`config.mk`:
```
export PLATFORM = sky130hd
export DESIGN_NAME = map2d_bilinear_interpolate
export DESIGN_NICKNAME = d
export VERILOG_FILES = /design/src/sv/mbi_pkg.sv /design/src/sv/mbi_ram.sv /design/src/sv/mbi_scan.sv /design/src/sv/mbi_muldiv.sv /design/src/sv/map2d_bilinear_interpolate.sv
export SDC_FILE = /design/constraint.sdc
export NUM_CORES = 2
export LEC_CHECK = 0
export BUFFER_PORTS_ARGS = -buffer_cell sky130_fd_sc_hd__buf_2
export CAP_MARGIN = 10
export CORE_ASPECT_RATIO = 0.7
export CORE_UTILIZATION = 55
export DETAILED_ROUTE_END_ITERATION = 12
export PLACE_DENSITY = 0.71
export SYNTH_ARGS = -nofsm -noshare
export SYNTH_HDL_FRONTEND = slang
export SYNTH_SLANG_ARGS = --single-unit
```
`constraint.sdc`:
```
create_clock -name clk -period 11.9 [get_ports clk]
set_input_delay 2.38 -clock clk [delete_from_list [all_inputs] [get_ports clk]]
set_output_delay 2.38 -clock clk [all_outputs]
set_load 0.005 [all_outputs]
```
`src/sv/mbi_pkg.sv`:
```
// shared types and constants of the bilinear map interpolator
// used by every module of the block but mbi_ram, depends on nothing

package mbi_pkg;

    localparam int LW = 16;  // label and coordinate width
    localparam int DW = 17;  // difference of two labels
    localparam int VW = 36;  // x-step results and their difference
    localparam int PW = 52;  // product and quotient magnitude
    localparam int QW = 54;  // signed step result
    localparam int OW = 24;  // output width
    localparam int CW = 5;   // count register width

    localparam logic [1:0] OP_INTERP    = 2'd0;
    localparam logic [1:0] OP_WR_CELL   = 2'd1;
    localparam logic [1:0] OP_WR_ROW    = 2'd2;
    localparam logic [1:0] OP_WR_COLUMN = 2'd3;

    localparam logic CFG_ROW_COUNT    = 1'b0;
    localparam logic CFG_COLUMN_COUNT = 1'b1;

    typedef struct packed {
        logic [1:0]           opcode;
        logic signed [LW-1:0] x_value;
        logic signed [LW-1:0] y_value;
        logic [3:0]           row_select;
        logic [3:0]           column_select;
        logic [7:0]           cell_value;
        logic signed [LW-1:0] label_value;
    } cmd_t;

    typedef struct packed {
        logic signed [OW-1:0] interpolated;
        logic                 saturated;
    } rsp_t;

    typedef enum logic [2:0] {
        SC_IDLE, SC_RD, SC_CK, SC_LO, SC_HI, SC_END
    } scan_state_t;

    typedef enum logic [1:0] {
        MD_IDLE, MD_MUL, MD_DIV, MD_DONE
    } md_state_t;

    typedef enum logic [3:0] {
        T_IDLE, T_SCAN, T_RD0, T_RD1, T_RD2, T_RD3, T_RD4, T_STEP, T_WAIT, T_OUT
    } top_state_t;

endpackage

```
`src/sv/mbi_ram.sv`:
```
// simple dual port synchronous ram, registered read data
// depends on nothing

module mbi_ram #(
    parameter int AW = 4,
    parameter int DW = 16
) (
    input  logic          clk,
    input  logic          we,
    input  logic [AW-1:0] waddr,
    input  logic [DW-1:0] wdata,
    input  logic [AW-1:0] raddr,
    output logic [DW-1:0] rdata
);

    logic [DW-1:0] mem [2**AW];

    always_ff @(posedge clk)
    begin
        if (we)
        begin
            mem[waddr] <= wdata;
        end
        rdata <= mem[raddr];
    end

endmodule

```
`src/sv/mbi_scan.sv`:
```
// breakpoint label store of one axis and its downward bracket search
// depends on mbi_pkg and mbi_ram

module mbi_scan #(
    parameter int DEPTH = 16
) (
    input  logic                          clk,
    input  logic                          rst_n,
    input  logic                          wr_en,
    input  logic [$clog2(DEPTH)-1:0]      wr_addr,
    input  logic signed [mbi_pkg::LW-1:0] wr_data,
    input  logic                          start,
    input  logic signed [mbi_pkg::LW-1:0] coord,
    input  logic [$clog2(DEPTH)-1:0]      first,
    output logic                          done,
    output logic [$clog2(DEPTH)-1:0]      index,
    output logic signed [mbi_pkg::LW-1:0] lo,
    output logic signed [mbi_pkg::LW-1:0] hi
);

    localparam int AW = $clog2(DEPTH);

    mbi_pkg::scan_state_t state_reg, state_next;
    logic [AW-1:0]                idx_reg, idx_next;
    logic signed [mbi_pkg::LW-1:0] lo_reg, lo_next;
    logic [AW-1:0]                raddr;
    logic signed [mbi_pkg::LW-1:0] rdata;

    mbi_ram #(.AW(AW), .DW(mbi_pkg::LW)) u_ram (
        .clk   (clk),
        .we    (wr_en),
        .waddr (wr_addr),
        .wdata (wr_data),
        .raddr (raddr),
        .rdata (rdata)
    );

    always_comb
    begin
        state_next = state_reg;
        case (state_reg)
            mbi_pkg::SC_IDLE:
            begin
                if (start)
                begin
                    state_next = (first == '0) ? mbi_pkg::SC_LO : mbi_pkg::SC_RD;
                end
            end
            mbi_pkg::SC_RD: state_next = mbi_pkg::SC_CK;
            mbi_pkg::SC_CK:
            begin
                if (coord >= rdata || idx_reg == AW'(1))
                begin
                    state_next = mbi_pkg::SC_LO;
                end
                else
                begin
                    state_next = mbi_pkg::SC_RD;
                end
            end
            mbi_pkg::SC_LO:  state_next = mbi_pkg::SC_HI;
            mbi_pkg::SC_HI:  state_next = mbi_pkg::SC_END;
            mbi_pkg::SC_END: state_next = mbi_pkg::SC_IDLE;
            default:         state_next = mbi_pkg::SC_IDLE;
        endcase
    end

    always_comb
    begin
        idx_next = idx_reg;
        lo_next  = lo_reg;
        raddr    = (state_reg == mbi_pkg::SC_HI) ? idx_reg + AW'(1) : idx_reg;
        case (state_reg)
            mbi_pkg::SC_IDLE:
            begin
                if (start)
                begin
                    idx_next = first;
                end
            end
            mbi_pkg::SC_CK:
            begin
                // label below coordinate not found yet: step down
                if (!(coord >= rdata))
                begin
                    idx_next = idx_reg - AW'(1);
                end
            end
            mbi_pkg::SC_HI:  lo_next = rdata;
            default: ;
        endcase
    end

    always_ff @(posedge clk or negedge rst_n)
    begin
        if (!rst_n)
        begin
            state_reg <= mbi_pkg::SC_IDLE;
        end
        else
        begin
            state_reg <= state_next;
        end
    end

    always_ff @(posedge clk)
    begin
        idx_reg <= idx_next;
        lo_reg  <= lo_next;
    end

    // hi is taken straight from the ram in the done cycle
    assign done  = (state_reg == mbi_pkg::SC_END);
    assign index = idx_reg;
    assign lo    = lo_reg;
    assign hi    = rdata;

endmodule

```
`src/sv/mbi_muldiv.sv`:
```
// serial signed multiply then divide: trunc(a * b / d), shift-add then restoring
// depends on mbi_pkg

module mbi_muldiv (
    input  logic                          clk,
    input  logic                          rst_n,
    input  logic                          start,
    input  logic signed [mbi_pkg::VW-1:0] mcand,
    input  logic signed [mbi_pkg::DW-1:0] mplier,
    input  logic signed [mbi_pkg::DW-1:0] divisor,
    output logic                          done,
    output logic signed [mbi_pkg::QW-1:0] quot
);

    localparam int PW  = mbi_pkg::PW;
    localparam int DW  = mbi_pkg::DW;
    localparam int NW  = $clog2(PW);

    mbi_pkg::md_state_t state_reg, state_next;
    logic [PW-1:0] acc_reg, acc_next, am_reg, am_next;
    logic [DW-1:0] bm_reg, bm_next, dm_reg, dm_next;
    logic [DW-1:0] rem_reg, rem_next;
    logic [NW-1:0] cnt_reg, cnt_next;
    logic          neg_reg, neg_next;
    logic [DW:0]   rem_sh;

    always_comb
    begin
        state_next = state_reg;
        case (state_reg)
            mbi_pkg::MD_IDLE: if (start) state_next = mbi_pkg::MD_MUL;
            mbi_pkg::MD_MUL:  if (cnt_reg == NW'(DW - 1)) state_next = mbi_pkg::MD_DIV;
            mbi_pkg::MD_DIV:  if (cnt_reg == NW'(PW - 1)) state_next = mbi_pkg::MD_DONE;
            mbi_pkg::MD_DONE: state_next = mbi_pkg::MD_IDLE;
            default:          state_next = mbi_pkg::MD_IDLE;
        endcase
    end

    always_comb
    begin
        acc_next = acc_reg;
        am_next  = am_reg;
        bm_next  = bm_reg;
        dm_next  = dm_reg;
        rem_next = rem_reg;
        cnt_next = cnt_reg;
        neg_next = neg_reg;
        rem_sh   = {rem_reg, acc_reg[PW-1]};
        case (state_reg)
            mbi_pkg::MD_IDLE:
            begin
                if (start)
                begin
                    am_next  = PW'(mcand[mbi_pkg::VW-1] ? -mcand : mcand);
                    bm_next  = mplier[DW-1] ? -mplier : mplier;
                    dm_next  = divisor[DW-1] ? -divisor : divisor;
                    neg_next = mcand[mbi_pkg::VW-1] ^ mplier[DW-1] ^ divisor[DW-1];
                    acc_next = '0;
                    cnt_next = '0;
                end
            end
            mbi_pkg::MD_MUL:
            begin
                if (bm_reg[0])
                begin
                    acc_next = acc_reg + am_reg;
                end
                am_next  = am_reg << 1;
                bm_next  = bm_reg >> 1;
                rem_next = '0;
                cnt_next = (cnt_reg == NW'(DW - 1)) ? '0 : cnt_reg + NW'(1);
            end
            mbi_pkg::MD_DIV:
            begin
                // one quotient bit per cycle, shifted into the product register
                if (rem_sh >= {1'b0, dm_reg})
                begin
                    rem_next = DW'(rem_sh - {1'b0, dm_reg});
                    acc_next = {acc_reg[PW-2:0], 1'b1};
                end
                else
                begin
                    rem_next = DW'(rem_sh);
                    acc_next = {acc_reg[PW-2:0], 1'b0};
                end
                cnt_next = cnt_reg + NW'(1);
            end
            default: ;
        endcase
    end

    always_ff @(posedge clk or negedge rst_n)
    begin
        if (!rst_n)
        begin
            state_reg <= mbi_pkg::MD_IDLE;
        end
        else
        begin
            state_reg <= state_next;
        end
    end

    always_ff @(posedge clk)
    begin
        acc_reg <= acc_next;
        am_reg  <= am_next;
        bm_reg  <= bm_next;
        dm_reg  <= dm_next;
        rem_reg <= rem_next;
        cnt_reg <= cnt_next;
        neg_reg <= neg_next;
    end

    assign done = (state_reg == mbi_pkg::MD_DONE);
    assign quot = neg_reg ? -$signed(mbi_pkg::QW'(acc_reg)) : $signed(mbi_pkg::QW'(acc_reg));

endmodule

```
`src/sv/map2d_bilinear_interpolate.sv`:
```
// bilinear map interpolator top level: write items are taken in idle, busy stays low
// interpolate item: two label scans in parallel, then cell reads in T_RD0 to T_RD4,
// then three steps on one shared serial multiply/divide unit, where a step between
// equal labels does not use the unit; the done strobe follows the last step
// busy drops with the strobe; results cannot be stalled; rst_n resets control, counts to 2

module map2d_bilinear_interpolate #(
    parameter int MAX_ROWS    = 16,
    parameter int MAX_COLUMNS = 16
) (
    input  logic                     clk,
    input  logic                     rst_n,
    input  logic                     start,
    output logic                     busy,
    input  mbi_pkg::cmd_t            cmd,
    output logic                     done,
    output mbi_pkg::rsp_t            result,
    input  logic                     cfg_we,
    input  logic                     cfg_index,
    input  logic [mbi_pkg::CW-1:0]   cfg_data
);

    localparam int RAW = $clog2(MAX_ROWS);
    localparam int CAW = $clog2(MAX_COLUMNS);
    localparam int VW  = mbi_pkg::VW;
    localparam int QW  = mbi_pkg::QW;
    localparam int DW  = mbi_pkg::DW;
    localparam int LW  = mbi_pkg::LW;
    localparam int OW  = mbi_pkg::OW;
    localparam logic signed [QW-1:0] SAT_HI = QW'({1'b0, {(OW-1){1'b1}}});
    localparam logic signed [QW-1:0] SAT_LO = -SAT_HI - QW'(1);

    mbi_pkg::top_state_t state_reg, state_next;

    logic [mbi_pkg::CW-1:0] row_count_reg, column_count_reg;
    logic [6:0]             nr, nc, rc7, cc7;
    logic [RAW-1:0]         r_first;
    logic [CAW-1:0]         c_first;

    logic accept, interp_go;
    assign accept    = start && !busy;
    assign interp_go = accept && (cmd.opcode == mbi_pkg::OP_INTERP);

    // configuration
    always_ff @(posedge clk or negedge rst_n)
    begin
        if (!rst_n)
        begin
            row_count_reg    <= mbi_pkg::CW'(2);
            column_count_reg <= mbi_pkg::CW'(2);
        end
        else if (cfg_we)
        begin
            case (cfg_index)
                mbi_pkg::CFG_ROW_COUNT:    row_count_reg    <= cfg_data;
                mbi_pkg::CFG_COLUMN_COUNT: column_count_reg <= cfg_data;
                default: ;
            endcase
        end
    end

    always_comb
    begin
        rc7 = 7'(row_count_reg);
        cc7 = 7'(column_count_reg);
        nr  = (rc7 < 7'd2) ? 7'd2 : (rc7 > 7'(MAX_ROWS)) ? 7'(MAX_ROWS) : rc7;
        nc  = (cc7 < 7'd2) ? 7'd2 : (cc7 > 7'(MAX_COLUMNS)) ? 7'(MAX_COLUMNS) : cc7;
    end

    logic [6:0] nr_m2, nc_m2;
    assign nr_m2   = nr - 7'd2;
    assign nc_m2   = nc - 7'd2;
    assign r_first = nr_m2[RAW-1:0];
    assign c_first = nc_m2[CAW-1:0];

    // write decode
    logic       row_ok, col_ok;
    logic [6:0] rs7, cs7;
    assign rs7    = 7'(cmd.row_select);
    assign cs7    = 7'(cmd.column_select);
    assign row_ok = rs7 < 7'(MAX_ROWS);
    assign col_ok = cs7 < 7'(MAX_COLUMNS);

    logic cell_we, row_we, col_we;
    assign cell_we = accept && cmd.opcode == mbi_pkg::OP_WR_CELL && row_ok && col_ok;
    assign row_we  = accept && cmd.opcode == mbi_pkg::OP_WR_ROW && row_ok;
    assign col_we  = accept && cmd.opcode == mbi_pkg::OP_WR_COLUMN && col_ok;

    // latched coordinates
    logic signed [LW-1:0] x_reg, y_reg;
    always_ff @(posedge clk)
    begin
        if (interp_go)
        begin
            x_reg <= cmd.x_value;
            y_reg <= cmd.y_value;
        end
    end

    // label scanners
    logic                 r_done, c_done;
    logic [RAW-1:0]       ri;
    logic [CAW-1:0]       ci;
    logic signed [LW-1:0] r_lo, r_hi, c_lo, c_hi;

    // the scanners compare only in their check state, when the latched copy is valid
    mbi_scan #(.DEPTH(MAX_ROWS)) u_row_scan (
        .clk     (clk),
        .rst_n   (rst_n),
        .wr_en   (row_we),
        .wr_addr (rs7[RAW-1:0]),
        .wr_data (cmd.label_value),
        .start   (interp_go),
        .coord   (y_reg),
        .first   (r_first),
        .done    (r_done),
        .index   (ri),
        .lo      (r_lo),
        .hi      (r_hi)
    );

    mbi_scan #(.DEPTH(MAX_COLUMNS)) u_col_scan (
        .clk     (clk),
        .rst_n   (rst_n),
        .wr_en   (col_we),
        .wr_addr (cs7[CAW-1:0]),
        .wr_data (cmd.label_value),
        .start   (interp_go),
        .coord   (x_reg),
        .first   (c_first),
        .done    (c_done),
        .index   (ci),
        .lo      (c_lo),
        .hi      (c_hi)
    );

    // hi labels arrive only in the done cycle
    logic signed [LW-1:0] r_hi_reg, c_hi_reg;
    logic                 r_dn_reg, c_dn_reg;

    // cell map
    logic [RAW+CAW-1:0] cell_raddr;
    logic [7:0]         cell_rdata;
    logic [7:0]         c00_reg, c01_reg, c10_reg, c11_reg;

    mbi_ram #(.AW(RAW+CAW), .DW(8)) u_cells (
        .clk   (clk),
        .we    (cell_we),
        .waddr ({rs7[RAW-1:0], cs7[CAW-1:0]}),
        .wdata (cmd.cell_value),
        .raddr (cell_raddr),
        .rdata (cell_rdata)
    );

    // step unit
    logic [1:0]              step_reg, step_next;
    logic signed [VW-1:0]    a_reg, a_next, b_reg, b_next;
    logic signed [QW-1:0]    c_reg, c_next;
    logic signed [LW-1:0]    v, lo, hi;
    logic signed [VW-1:0]    p, q;
    logic signed [DW-1:0]    span, dv;
    logic                    md_start, md_done;
    logic signed [QW-1:0]    md_quot, step_res;
    logic                    store;
    mbi_pkg::rsp_t           rsp_reg, rsp_next;
    logic                    done_reg, done_next;

    mbi_muldiv u_muldiv (
        .clk     (clk),
        .rst_n   (rst_n),
        .start   (md_start),
        .mcand   (q - p),
        .mplier  (dv),
        .divisor (span),
        .done    (md_done),
        .quot    (md_quot)
    );

    always_comb
    begin
        v  = (step_reg == 2'd2) ? y_reg : x_reg;
        lo = (step_reg == 2'd2) ? r_lo : c_lo;
        hi = (step_reg == 2'd2) ? r_hi_reg : c_hi_reg;
        case (step_reg)
            2'd0:
            begin
                p = $signed(VW'({c00_reg, 8'h00}));
                q = $signed(VW'({c01_reg, 8'h00}));
            end
            2'd1:
            begin
                p = $signed(VW'({c10_reg, 8'h00}));
                q = $signed(VW'({c11_reg, 8'h00}));
            end
            default:
            begin
                p = a_reg;
                q = b_reg;
            end
        endcase
        span = DW'(hi) - DW'(lo);
        dv   = DW'(v) - DW'(lo);
    end

    // next state
    always_comb
    begin
        state_next = state_reg;
        case (state_reg)
            mbi_pkg::T_IDLE: if (interp_go) state_next = mbi_pkg::T_SCAN;
            mbi_pkg::T_SCAN:
            begin
                if ((r_dn_reg || r_done) && (c_dn_reg || c_done))
                begin
                    state_next = mbi_pkg::T_RD0;
                end
            end
            mbi_pkg::T_RD0: state_next = mbi_pkg::T_RD1;
            mbi_pkg::T_RD1: state_next = mbi_pkg::T_RD2;
            mbi_pkg::T_RD2: state_next = mbi_pkg::T_RD3;
            mbi_pkg::T_RD3: state_next = mbi_pkg::T_RD4;
            mbi_pkg::T_RD4: state_next = mbi_pkg::T_STEP;
            mbi_pkg::T_STEP:
            begin
                if (span != '0)
                begin
                    state_next = mbi_pkg::T_WAIT;
                end
                else if (step_reg == 2'd2)
                begin
                    state_next = mbi_pkg::T_OUT;
                end
                else
                begin
                    state_next = mbi_pkg::T_STEP;
                end
            end
            mbi_pkg::T_WAIT:
            begin
                if (md_done)
                begin
                    state_next = (step_reg == 2'd2) ? mbi_pkg::T_OUT : mbi_pkg::T_STEP;
                end
            end
            mbi_pkg::T_OUT: state_next = mbi_pkg::T_IDLE;
            default:        state_next = mbi_pkg::T_IDLE;
        endcase
    end

    // datapath and outputs
    always_comb
    begin
        step_next  = step_reg;
        a_next     = a_reg;
        b_next     = b_reg;
        c_next     = c_reg;
        rsp_next   = rsp_reg;
        done_next  = 1'b0;
        md_start   = 1'b0;
        store      = 1'b0;
        cell_raddr = {ri, ci};
        // equal neighbouring labels give the raw coordinate in q8
        step_res   = (state_reg == mbi_pkg::T_WAIT) ? QW'(p) + md_quot : QW'(v) <<< 8;
        case (state_reg)
            mbi_pkg::T_RD0: cell_raddr = {ri, ci};
            mbi_pkg::T_RD1: cell_raddr = {ri, ci + CAW'(1)};
            mbi_pkg::T_RD2: cell_raddr = {ri + RAW'(1), ci};
            mbi_pkg::T_RD3: cell_raddr = {ri + RAW'(1), ci + CAW'(1)};
            mbi_pkg::T_RD4: step_next = 2'd0;
            mbi_pkg::T_STEP:
            begin
                if (span != '0)
                begin
                    md_start = 1'b1;
                end
                else
                begin
                    store = 1'b1;
                end
            end
            mbi_pkg::T_WAIT: store = md_done;
            mbi_pkg::T_OUT:
            begin
                done_next = 1'b1;
                if (c_reg > SAT_HI)
                begin
                    rsp_next.interpolated = OW'(SAT_HI);
                    rsp_next.saturated    = 1'b1;
                end
                else if (c_reg < SAT_LO)
                begin
                    rsp_next.interpolated = OW'(SAT_LO);
                    rsp_next.saturated    = 1'b1;
                end
                else
                begin
                    rsp_next.interpolated = OW'(c_reg);
                    rsp_next.saturated    = 1'b0;
                end
            end
            default: ;
        endcase
        if (store)
        begin
            case (step_reg)
                2'd0:    a_next = VW'(step_res);
                2'd1:    b_next = VW'(step_res);
                default: c_next = step_res;
            endcase
            step_next = step_reg + 2'd1;
        end
    end

    always_ff @(posedge clk or negedge rst_n)
    begin
        if (!rst_n)
        begin
            state_reg <= mbi_pkg::T_IDLE;
            done_reg  <= 1'b0;
            r_dn_reg  <= 1'b0;
            c_dn_reg  <= 1'b0;
        end
        else
        begin
            state_reg <= state_next;
            done_reg  <= done_next;
            r_dn_reg  <= interp_go ? 1'b0 : (r_dn_reg || r_done);
            c_dn_reg  <= interp_go ? 1'b0 : (c_dn_reg || c_done);
        end
    end

    always_ff @(posedge clk)
    begin
        step_reg <= step_next;
        a_reg    <= a_next;
        b_reg    <= b_next;
        c_reg    <= c_next;
        rsp_reg  <= rsp_next;
        if (r_done)
        begin
            r_hi_reg <= r_hi;
        end
        if (c_done)
        begin
            c_hi_reg <= c_hi;
        end
        case (state_reg)
            mbi_pkg::T_RD1: c00_reg <= cell_rdata;
            mbi_pkg::T_RD2: c01_reg <= cell_rdata;
            mbi_pkg::T_RD3: c10_reg <= cell_rdata;
            mbi_pkg::T_RD4: c11_reg <= cell_rdata;
            default: ;
        endcase
    end

    assign busy   = (state_reg != mbi_pkg::T_IDLE);
    assign done   = done_reg;
    assign result = rsp_reg;

    a_done_after_out: assert property (@(posedge clk) disable iff (!rst_n)
        done |-> $past(state_reg == mbi_pkg::T_OUT))
        else $error("result strobe without a finished item");

    a_sat_at_limit: assert property (@(posedge clk) disable iff (!rst_n)
        done && result.saturated |->
            (result.interpolated == OW'(SAT_HI) || result.interpolated == OW'(SAT_LO)))
        else $error("saturated flag with an unclipped value");

    a_scan_in_scan: assert property (@(posedge clk) disable iff (!rst_n)
        (r_done || c_done) |-> state_reg == mbi_pkg::T_SCAN)
        else $error("label scan finished outside the scan phase");

    a_md_only_in_step: assert property (@(posedge clk) disable iff (!rst_n)
        md_done |-> state_reg == mbi_pkg::T_WAIT)
        else $error("divide result arrived while not waiting for it");

endmodule

```
# ---- Word level (Yosys, flattened, before mapping)
# Memory sizes are Yosys's and may differ from the RTL's. A register that Yosys moved wholly into a read port is not among the register bits.
# Cells that the tools add are included.
dict set report totals {
  regBits 476
  ramBits 2560
  in_bits 76
  out_inout_bits 27
  wordCells 228
  n_memories 3
}
dict set report classes {
  addsub 18
  n_lt_le_gt_ge 11
  eq_ne 42
  muxes 70
  n_bitwise 4
  n_reduce_logical 45
}
# memory depth width read_ports rd_clocked_by_memory_dff write_ports line_no
set memory_table {}
lappend memory_table {u_cells.mem 256 8 1 1 1 mbi_ram.sv:16} ;# logic [DW-1:0] mem [2**AW];
lappend memory_table {u_col_scan.u_ram.mem 16 16 1 1 1 mbi_ram.sv:16}
lappend memory_table {u_row_scan.u_ram.mem 16 16 1 1 1 mbi_ram.sv:16}
# op count
set ops {}
lappend ops {{52-bit 2-to-1 mux} 4}
lappend ops {{52-bit case mux with 3 select lines} 1}
lappend ops {{36-bit case mux with 2 select lines} 2}
lappend ops {{54-bit 2-to-1 mux} 2}
lappend ops {{52-bit case mux with 2 select lines} 1}
lappend ops {{17-bit case mux with 2 select lines} 2}
lappend ops {{16-bit 2-to-1 mux} 4}
lappend ops {{4-bit 2-to-1 mux} 15}
lappend ops {{36-bit by 54-bit adder with 54-bit output} 1}
lappend ops {{54-bit by 24-bit greater-than comparator with 1-bit output, second input constant} 1}
lappend ops {{54-bit by 24-bit less-than comparator with 1-bit output, second input constant} 1}
lappend ops {{52-bit negation with 54-bit output} 1}
lappend ops {{52-bit adder} 1}
lappend ops {{36-bit negation with 52-bit output} 1}
lappend ops {{17-bit 2-to-1 mux} 3}
lappend ops {{4-bit case mux with 9 select lines} 1}
lappend ops {{36-bit subtractor} 1}
lappend ops {{17-bit negation} 2}
lappend ops {{16-bit by 16-bit subtractor with 17-bit output} 2}
lappend ops {{16-bit greater-or-equal comparator} 2}
lappend ops {{3-bit case mux with 5 select lines} 2}
lappend ops {{25-bit 2-to-1 mux} 1}
lappend ops {{8-bit case mux with 3 select lines} 1}
lappend ops {{18-bit by 17-bit greater-or-equal comparator with 1-bit output} 1}
lappend ops {{other kinds (45)} 137}

# ---- Logic depth before layout (Yosys ltp)
dict set report logic_depth {
  depth_word 8
  mapped_depth 26
  depth_no_buf 24
}

# ---- Modules after synthesis
# From an unflattened synthesis, not the netlist that was laid out.
dict set report unflattened {
  cells_unflattened 8005
  hier_area_um2 132970.0
}
# module n_inst cells_per_inst area_per_inst_um2 seq_area_each_um2
set by_module_without_submodules {}
lappend by_module_without_submodules {{mbi_ram at u_cells} 1 3733 79556.3 61659.1}
lappend by_module_without_submodules {{mbi_ram at u_col_scan.u_ram ...} 2 432 10043.4 8007.7}
lappend by_module_without_submodules {map2d_bilinear_interpolate 1 1668 17242.8 7905.1}
lappend by_module_without_submodules {mbi_muldiv 1 1480 13193.9 4914.7}
lappend by_module_without_submodules {mbi_scan 2 130 1445.1 675.6}

# ---- Worst setup path before layout
# OpenSTA, ideal clock, no wires.
dict set report synth_path {
  path_type {reg-to-reg}
  startpoint {reg step_reg[0]}
  endpoint {reg u_muldiv.acc_reg[0] (enable)}
  setup_time_ns 0.541
  arrival_time_ns 9.763
  required_time_ns 11.359
  setup_slack_ns 1.596
  path_stages_with_launch 25
  n_path_buf 3
  period_less_slack_ns 10.304
  path_cell_list {edfxtp_1 > inv_1 > ha_1 > clkbuf_1 > clkbuf_1 > buf_1 > mux2i_1 > ha_1 > inv_1 > fa_1 > a21o_1 > a21oi_1 > o21bai_1 > a21oi_1 > o21bai_1 > a41o_1 > o41a_1 > a211oi_1 > nor2_1 > o31ai_1 > inv_1 > ha_1 > or3_1 > a21oi_1 > a21boi_0}
}
dict set report synth_via {
  elab_chain_cells 8
  elab_cells_between_ends 9
  cone_classes {1 x add/sub; 2 x eq/ne; 4 x mux; 2 x reduce/logical}
}
# element line_no
set synth_lines {}
lappend synth_lines {{from (decl)} map2d_bilinear_interpolate.sv:156} ;# logic [1:0] step_reg, step_next;
lappend synth_lines {{from (signal assigned)} map2d_bilinear_interpolate.sv:334} ;# step_reg <= step_next;
lappend synth_lines {{2-bit equality test *} {map2d_bilinear_interpolate.sv:182, map2d_bilinear_interpolate.sv:183}}
lappend synth_lines {{16-bit 2-to-1 mux (on tied branches)} {map2d_bilinear_interpolate.sv:183, map2d_bilinear_interpolate.sv:182}}
lappend synth_lines {{16-bit by 16-bit subtractor with 17-bit output *} map2d_bilinear_interpolate.sv:201} ;# span = DW'(hi) - DW'(lo);
lappend synth_lines {{17-bit nonzero test *} map2d_bilinear_interpolate.sv:272} ;# if (span != '0)
lappend synth_lines {{1-bit 2-to-1 mux *} map2d_bilinear_interpolate.sv:272}
lappend synth_lines {{1-bit 2-to-1 mux *} map2d_bilinear_interpolate.sv:264} ;# case (state_reg)
lappend synth_lines {{2-bit != test (no line) *} n/a}
lappend synth_lines {{3-bit AND reduction (no line) *} n/a}
lappend synth_lines {{to (signal assigned)} mbi_muldiv.sv:106} ;# acc_reg <= acc_next;
lappend synth_lines {{to (decl)} mbi_muldiv.sv:20} ;# logic [PW-1:0] acc_reg, acc_next, am_reg, am_next;
# Every way passes the cells marked *; elsewhere a longest branch is shown, timed or not.
# A chain may end at the register's enable or synchronous reset.

# ---- Final worst setup path
dict set report layout_path {
  startpoint {reg step_reg[0]}
  endpoint {reg u_muldiv.am_reg[51] (enable)}
}
dict set report layout_via {
  elab_chain_cells 8
  elab_cells_between_ends 9
  cone_classes {1 x add/sub; 2 x eq/ne; 4 x mux; 2 x reduce/logical}
}
# element line_no
set layout_lines {}
lappend layout_lines {{2-bit equality test *} {map2d_bilinear_interpolate.sv:182, map2d_bilinear_interpolate.sv:183}}
lappend layout_lines {{16-bit 2-to-1 mux (on tied branches)} {map2d_bilinear_interpolate.sv:183, map2d_bilinear_interpolate.sv:182}}
lappend layout_lines {{16-bit by 16-bit subtractor with 17-bit output *} map2d_bilinear_interpolate.sv:201}
lappend layout_lines {{17-bit nonzero test *} map2d_bilinear_interpolate.sv:272}
lappend layout_lines {{1-bit 2-to-1 mux *} map2d_bilinear_interpolate.sv:272}
lappend layout_lines {{1-bit 2-to-1 mux *} map2d_bilinear_interpolate.sv:264}
lappend layout_lines {{2-bit != test (no line) *} n/a}
lappend layout_lines {{2-bit AND reduction (no line) *} n/a}
lappend layout_lines {{to (signal assigned)} mbi_muldiv.sv:107} ;# am_reg <= am_next;
lappend layout_lines {{to (decl)} mbi_muldiv.sv:20}
# Marked as above.

==> results by group <==
Clock tree
  • CTS sink count: 3076
  • CTS tree: yes
  • PostCTS Resize Cnt: 0
  • Clock buffer depth: 4
  • CTS clock-pin slew for the worst setup and hold paths: 0.06 ns
  • Post-CTS Setup Inserts: 0
  • Cts bufs inserted: 290
  • H-tree Lvls: 5
  • Worst-Skew Late Latency: 0.87 ns
  • Post-CTS Hold Buffers: 0
  • Root Driver: clkbuf_16

Power
  • Pwr dens: slightly above 200 mW/mm^2
  • Pwr Total: 29.5 mW
  • Sequential power share: 0.433
  • Clk network pwr share: 0.310
  • Comb power frac: 0.257
  • Peak VDD IR: 167 uV
  • LEAKAGE: about 47 nW
  • P_sw: approximately 8.6 mW
  • Internal power component: 20.9 mW
  • Sw Share: 0.291

GRT
  • Met1 Usage GRT: 0.408
  • Initial antenna violation count: 24
  • GRT Max-Usage Layer: met1
  • Gr usage total: 0.261
  • Vias in the first global route: 68500
  • First-pass GRT wire length: roughly 460 mm
  • Met2 global-route usage: 0.379
  • Largest net degree at the start of global routing: 189
  • Grt total ovfl: 0
  • Met3 Use GR: 0.0572

Run
  • Max Cap Viol: 0

Layout
  • Area Growth Syn to Fin: 10.6%
  • Post-route cell area: between 0.1 and 0.15 mm^2
  • Post-layout nets: 7833
  • Max reg flops: 2048
  • Non-Filler Instances: 10900
  • Fraction of layout cells with a size suffix above 1: 0.213
  • Largest regs: u_cells.mem x2048, u_col_scan.u_ram.mem x256, u_row_scan.u_ram.mem x256
  • Top reg by flops: u_cells.mem

Logic synthesis
  • Mapped cell area: 0.131 mm^2
  • Post-synth EDFFs: ~3000
  • Fraction of registers with async set/reset: 0.00813
  • Seq/Total Area, Yosys: 0.699
  • Primary FF master, synth: edfxtp_1
  • Synth warn: 0
  • Post-synthesis cell type count: 93
  • FF+latch count, synth: 3076
  • Syn Area/Cell: 17.9 um^2
  • Post-Synthesis Cells: about 7300
  • Synthesized Nets: 7655

Route
  • DR WL/cell: 28.9 um
  • Antenna-violating nets left: 0
  • DRC viols: 4
  • DR pass1 iterations: 10
  • Routed Wire Length: between 300 and 400 mm
  • Vias: ~70000
  • 1st-iter DRT viols: 8580
  • DR vias/cell: 6.45

Timing
  • Max Fclk: 121 MHz
  • Final setup TNS: 0 ns
  • Min Hold Slack: 0.464 ns
  • Final Hold Viols: 0
  • Slew Limit Fails: 0
  • Max Clock Skew: slightly above 0.07 ns
  • Fin crit period: 8.27 ns
  • Final setup fails: 0
  • Actual slew at the worst max-slew pin: 1.32 ns
  • Unrepaired setup endpoints after global routing: false
  • Final period util: 0.695
  • Slew headroom: 0.115

Worst setup path
  • Worst EP required: 12.34 ns
  • Max FO, Critical Path: 51
  • Crit start category: flop
  • CP endpoint kind: flop
  • Crit path kind: flop to flop
  • Arr. time, crit path: approximately 8.7 ns

Floorplan
  • Initial core utilization: 0.556
  • I/O pin count: 103
  • Die area: 0.241 mm^2
  • Cell Rows: 149
  • Core Footprint: 0.237 mm^2
  • Die height: 411 um
  • Die width: roughly 600 um

Placement
  • DP Area: 0.136 mm^2
  • Placer congestion estimate: approximately 0.89
  • Hpwl dp: 197 mm
  • Placed cells: 10400
  • Number of buffers added on ports: 102

Run status
  • Status: finished with violations
  • Failing checks: DRC

Hold path
  • Min-Delay Path Class: flop to flop
[critical path: stages, from the launching register on]
cell      delay, ns
edfxtp_1       0.42
inv_1          0.11
ha_2           0.17
buf_4          0.59
mux2_2         0.31
ha_1           0.19
inv_1          0.07
fa_1           0.46
a21o_1         0.19
a21oi_1        0.25
o21bai_1       0.10
a21oi_1        0.22
o21bai_1       0.12
a41o_1         0.27
o41a_1         0.37
a211oi_1       0.27
nor2_1         0.11
o31ai_2        0.80
inv_1          0.25
ha_1           0.37
or3_1          0.48
nor2_2         0.73
a21o_4         0.40
buf_4          0.57
[stage by stage]
step	utilization	worst slack, ns
after floorplan	-	1.60
after global placement	0.575	3.72
after detailed placement	0.575	3.64
after CTS	0.614	3.62
after global routing	0.614	3.00
final	0.614	3.63
[path summary, 6_finish.rpt]
check | startpoint | slack (ns) | cells past startpoint | end
min in group asynchronous | rst_n | 1.60 | 1 | u_col_scan.state_reg[2]
max in group asynchronous | rst_n | 9.77 | 1 | u_muldiv.state_reg[0]
worst max-delay path | step_reg[0] | 3.63 | 23 | u_muldiv.am_reg[51]
worst max register to register | step_reg[0] | 3.63 | 23 | u_muldiv.am_reg[51]
worst min-delay path | u_col_scan.u_ram.rdata[8] | 0.46 | 0 | u_col_scan.lo[8]
worst min register to register | u_col_scan.u_ram.rdata[8] | 0.46 | 0 | u_col_scan.lo[8]
[power groups by stage]
stage                     sequential [mW]  combinational [mW]  clock, mW
after detailed placement             13.0                7.52          0
after CTS                            12.8                7.56       9.24
after global placement               13.0                7.42          0
after global routing                 12.8                8.13       9.62
after floorplan                      12.8                5.40          0
final                                12.8                7.57       9.12
[cell usage in the layout, fill, tap and decap left out, types with 56 or more instances in the layout]
master and n:
edfxtp_1 3011, mux4_2 808, nor2_1 504, nand2_1 305, clkbuf_16 300, ha_1 235, a21oi_1 198, o21ai_0 190
xnor2_1 182, inv_1 161, a21o_1 122, buf_4 120, buf_2 95, and2_1 92, mux2_2 88, xor2_1 84
nor2b_1 75, nand3_1 63, a211oi_1 60, clkinv_1 57, nor3_1 56
[logic make-up (layout without fill, tap and decap cells)]
family          Yosys count  after routing  share of synthesized area
flops                  3076           3076                      0.699
simple gates           1389           1389                     0.0501
mux                     934            934                      0.149
compound gates          903            903                     0.0450
buf+inv                 506            901                     0.0145
xor+xnor                281            281                     0.0189
fa+ha+maj               246            246                     0.0237
other cells               0              4                          0
[Yosys cell counts, types with 18 or more instances]
cell      instances  area share
and2_1           92      0.0044
or3_1            25      0.0012
ha_1            238       0.023
buf_1            65      0.0019
nand2_1         314      0.0090
xnor2_1         188       0.013
a22oi_1          42      0.0024
xor2_1           91      0.0061
clkbuf_1        278      0.0079
nor3_1           62      0.0024
nor2_1          534       0.015
a211oi_1         60      0.0034
mux2i_1          38      0.0029
o21bai_1         32      0.0018
o31ai_1          38      0.0022
a21o_1          123      0.0070
nand2b_1         34      0.0016
o21ai_0         190      0.0072
nand3_1          69      0.0026
a21oi_1         200      0.0076
inv_1           161      0.0046
a31oi_1          49      0.0023
dfxtp_1          40      0.0061
dfrtp_1          23      0.0044
nor2b_1          78      0.0037
edfxtp_1       3011        0.69
o21a_1           36      0.0021
nor4_1           27      0.0013
mux2_2           88      0.0075
and3_1           18     0.00086
nand4_1          54      0.0026
mux4_2          808        0.14
[per-layer routing]
layer / vias up / part of all wire / wire, um
met4: 18 / 0.023 / 7110
met2: 3397 / 0.45 / 140000
li1: 29900 / - / -
met3: 452 / 0.10 / 31800
met1: 36600 / 0.43 / 136000
met5: - / 0.00035 / 110
[layout make-up]
type                    instances  area (um^2)
clock buffers                 358         7770
inverters                     162          608
clock inverters               151         1380
well taps                    3171         3970
fillers                     16500        91300
multi-input cells            3753        38100
diodes                          4         10.0
flip-flops and latches       3076        91800
repair buffers                230         1630
(Power assumes the default switching activity.)
